**config.mk**
```make
export PLATFORM = sky130hd
export DESIGN_NAME = lav_cross
export DESIGN_NICKNAME = d
export VERILOG_FILES = /design/src/sv/lav_cross.sv
export SDC_FILE = /design/constraint.sdc
export NUM_CORES = 2
export LEC_CHECK = 0
export ABC_AREA = 1
export BUFFER_PORTS_ARGS = -buffer_cell sky130_fd_sc_hd__buf_2
export CORE_UTILIZATION = 35
export CTS_CLUSTER_SIZE = 25
export DETAILED_ROUTE_END_ITERATION = 10
export GPL_TIMING_DRIVEN = 1
export PLACE_DENSITY = 0.61
export SLEW_MARGIN = 5
export SYNTH_ARGS = -nofsm -noshare
export SYNTH_HDL_FRONTEND = slang
export SYNTH_SLANG_ARGS = --single-unit
```
**constraint.sdc**
```tcl
create_clock -name clock -period 7.2 [get_ports clock]
set_input_delay 1.44 -clock clock [delete_from_list [all_inputs] [get_ports clock]]
set_output_delay 1.44 -clock clock [all_outputs]
set_load 0.005 [all_outputs]
```
**src/sv/lav_cross.sv**
```systemverilog
// lav_cross: two-stage pipelined cross product a x b with side data
// no package dependency
`default_nettype none

module lav_cross #(
   parameter int A_W    = 16,
   parameter int B_W    = 16,
   parameter int SIDE_W = 1
) (
   input  logic                       clock,
   input  logic                       reset,
   input  logic                       en,
   input  logic                       valid_in,
   input  logic signed [A_W-1:0]      a_in [3],
   input  logic signed [B_W-1:0]      b_in [3],
   input  logic [SIDE_W-1:0]          side_in,
   output logic                       valid_out,
   output logic signed [A_W+B_W:0]    c_out [3],
   output logic [SIDE_W-1:0]          side_out
);

   localparam int P_W = A_W + B_W;
   localparam int C_W = P_W + 1;

   logic signed [P_W-1:0] prod_ff [6];
   logic [SIDE_W-1:0]     side1_ff;
   logic                  vld1_ff;
   logic signed [C_W-1:0] c_ff [3];
   logic [SIDE_W-1:0]     side2_ff;
   logic                  vld2_ff;

   always_ff @(posedge clock) begin
      if (reset) begin
         vld1_ff <= 1'b0;
         vld2_ff <= 1'b0;
      end else if (en) begin
         vld1_ff <= valid_in;
         vld2_ff <= vld1_ff;
      end
   end

   always_ff @(posedge clock) begin
      if (en) begin
         prod_ff[0] <= a_in[1] * b_in[2];
         prod_ff[1] <= a_in[2] * b_in[1];
         prod_ff[2] <= a_in[2] * b_in[0];
         prod_ff[3] <= a_in[0] * b_in[2];
         prod_ff[4] <= a_in[0] * b_in[1];
         prod_ff[5] <= a_in[1] * b_in[0];
         side1_ff   <= side_in;
         c_ff[0]    <= C_W'(prod_ff[0]) - C_W'(prod_ff[1]);
         c_ff[1]    <= C_W'(prod_ff[2]) - C_W'(prod_ff[3]);
         c_ff[2]    <= C_W'(prod_ff[4]) - C_W'(prod_ff[5]);
         side2_ff   <= side1_ff;
      end
   end

   assign valid_out = vld2_ff;
   assign c_out     = c_ff;
   assign side_out  = side2_ff;

endmodule

`default_nettype wire

```
==> summary.txt <==
Final Worst Setup Slack: 614 ps
most numerous cell in the Yosys netlist: inv_1
critical path's top delay family: adder cells
hold crit path type: reg2reg
die area: 0.232 mm^2
share of cells above drive strength 1: 0.0596
# setup viols final: 0
vias per std cell: 4.61
DRC Markers: 0
crit path max-delay cell type: buf_2
async set-reset flop share out of synthesis: 0
Post-Route Utilization: 0.387
CTS Buf Count: 38
global placer's final weighted congestion: 0.954
Netlist cell types: 34
RSZ-0062 raised after global routing: no
Final Hold Vio Count: 0
clock latency on the worst-skew pair: 650 ps
Buf/Inv on CP: 7
drt first pass iters: 7
DR iter-0 viols: 4364
pre-CTS WS: -53.8 ps
Syn Inst Count: 10500
Final Max Slew Viols: 0
CTS clock-pin slew for the worst setup and hold paths: 70 ps
worst path cell trace: buf_2 -> nand2_1 -> inv_1 -> fa_1 -> inv_1 -> fa_1 -> fa_1 -> inv_1 -> fa_1 -> inv_1 -> fa_1 -> fa_1 -> inv_1 -> ha_1 -> nand2_1 -> nor3_2 -> and2_1 -> nand2_1 -> inv_1 -> nor2_1 -> nand2_1 -> nand2_1
std cell rows: 175
largest net degree at the start of global routing: 102
CTS Hold Bufs: 0
Avg Cell Area, Syn: 7.66 um^2
Post-Synthesis Net Count: 12800
Synth Register Bits: 295
die extent in y: 482 um
Min Clock Period, post-route: 6590 ps
Die X: 482 um
CTS tree: yes
Core ar.: 0.228 mm^2
CTS Buffer Depth: 3
critical path's largest stage delay: 540 ps
Startpoint Class: primary input
period utilization: 0.915
max_cap viols: 0
NumNets Final: 13000
Fmax achieved: 152 MHz
post_cts resized: 0
setup repair bufs after CTS: 0
Root Driver: clkbuf_16
worst-path fanout max: 25
top cells by count, synth: inv_1, nand2_1, fa_1
share of the synthesized area in the top cell type: 0.391
mapped cell area: 0.0806 mm^2
io pins: 202
routed via count: 63700
GRT overflow: 0
post-synthesis sequential area ratio: 0.110
skew final: 48.6 ps
hold slack: 425 ps
first-pass GRT wire length: 364000 um
CP arrival: 7000 ps
Post-Layout Cell Count: 13800
drt wl/cell: 16.4 um
antenna violations before repair: 40
Worst EP required: 7610 ps
H-tree depth: 2
Initial Utilization: 0.353
Sink Count: 295
Layout area overhead: 9.63%
Synth area leader: fa_1
warning count from the yosys run: 0
final wirelength: 226000 um
Post-synth EDFFs: 293
Tot GR Track Use: 0.201
reg2reg setup slack: 4590 ps
ys flop type: edfxtp_1
worst-margin pin slew: 874 ps
synth top area cells: fa_1, inv_1, nand2_1, edfxtp_1, ha_1
status: finished, final reports clean
Placed Instances: 13700
number of port buffers: 201
Routed Antenna Nets: 0
critical path endpoint category: register
DP Wirelength: 196000 um
Slew headroom: 0.418
kind of critical path: in2reg
vias in the first global route: 65500
[kinds of logic (layout without fill, tap and decap cells)]
logic type,after synthesis,count (layout),share of synthesized area
AO/OA/AOI/OAI,385,385,0.0262
XOR/XNOR,164,164,0.0178
adder cells (fa/ha/maj),2163,2163,0.482
buffers and inverters,3517,3772,0.164
flip-flops,295,295,0.110
other,0,11,0
AND/OR/NAND/NOR,4005,4005,0.200
[area by class of cell]
type | instances | area, um^2
fillers | 23700 | 140000
multi-input cells | 6717 | 58600
inverters | 3231 | 12100
flip-flops and latches | 295 | 8840
well taps | 3009 | 3760
repair buffers | 472 | 3740
clock buffers | 42 | 966
clock inverters | 27 | 338
diodes | 11 | 27.5
[registers in the layout (all words and copies together), names as in the netlist]
signal,flops
prod_ff,192
side_out,1
c_out,99
valid_out,1
side1_ff,1
vld1_ff,1
[path summary, 6_finish.rpt]
kind                           startpoint  cells past startpoint                  endpoint
setup / recovery                 b_in[26]                     22  prod_ff[1][31]$_DFFE_PP_
hold / removal         side1_ff$_DFFE_PP_                      0        side_out$_DFFE_PP_
setup reg to reg  prod_ff[1][0]$_DFFE_PP_                     12       c_out[96]$_DFFE_PP_
hold reg to reg        side1_ff$_DFFE_PP_                      0        side_out$_DFFE_PP_
[cell usage in the layout, fill, tap and decap left out, types with 200 or more instances in the layout]
cell,count
buf_4,216
buf_2,200
inv_1,3215
nand3_1,282
fa_1,1575
a21oi_1,230
nor2_1,387
ha_1,588
nand2_1,3051
edfxtp_1,293
[metal layers]
| metal | vias to the layer above | global-route usage | wire (um) |
|---|---|---|---|
| li1 | 30600 | - | - |
| met1 | 31200 | 0.274 | 100000 |
| met4 | 28 | 0.0502 | 5700 |
| met2 | 1605 | 0.337 | 106000 |
| met5 | - | 0 | 170 |
| met3 | 260 | 0.0261 | 14100 |
[stage by stage]
| stage | cell area (um^2) | setup TNS, ps |
|---|---|---|
| 6_report | 88400 | 0 |
| 5_1_grt | 88400 | 0 |
| 4_1_cts | 88300 | 0 |
| 3_5_place_dp | 87000 | -53.8 |
| 3_3_place_gp | 87000 | -14.1 |
| 2_1_floorplan | 80600 | 0 |
Power is not shown: default switching activity piles up to over one toggle a cycle in this logic, so the estimate is an artifact.
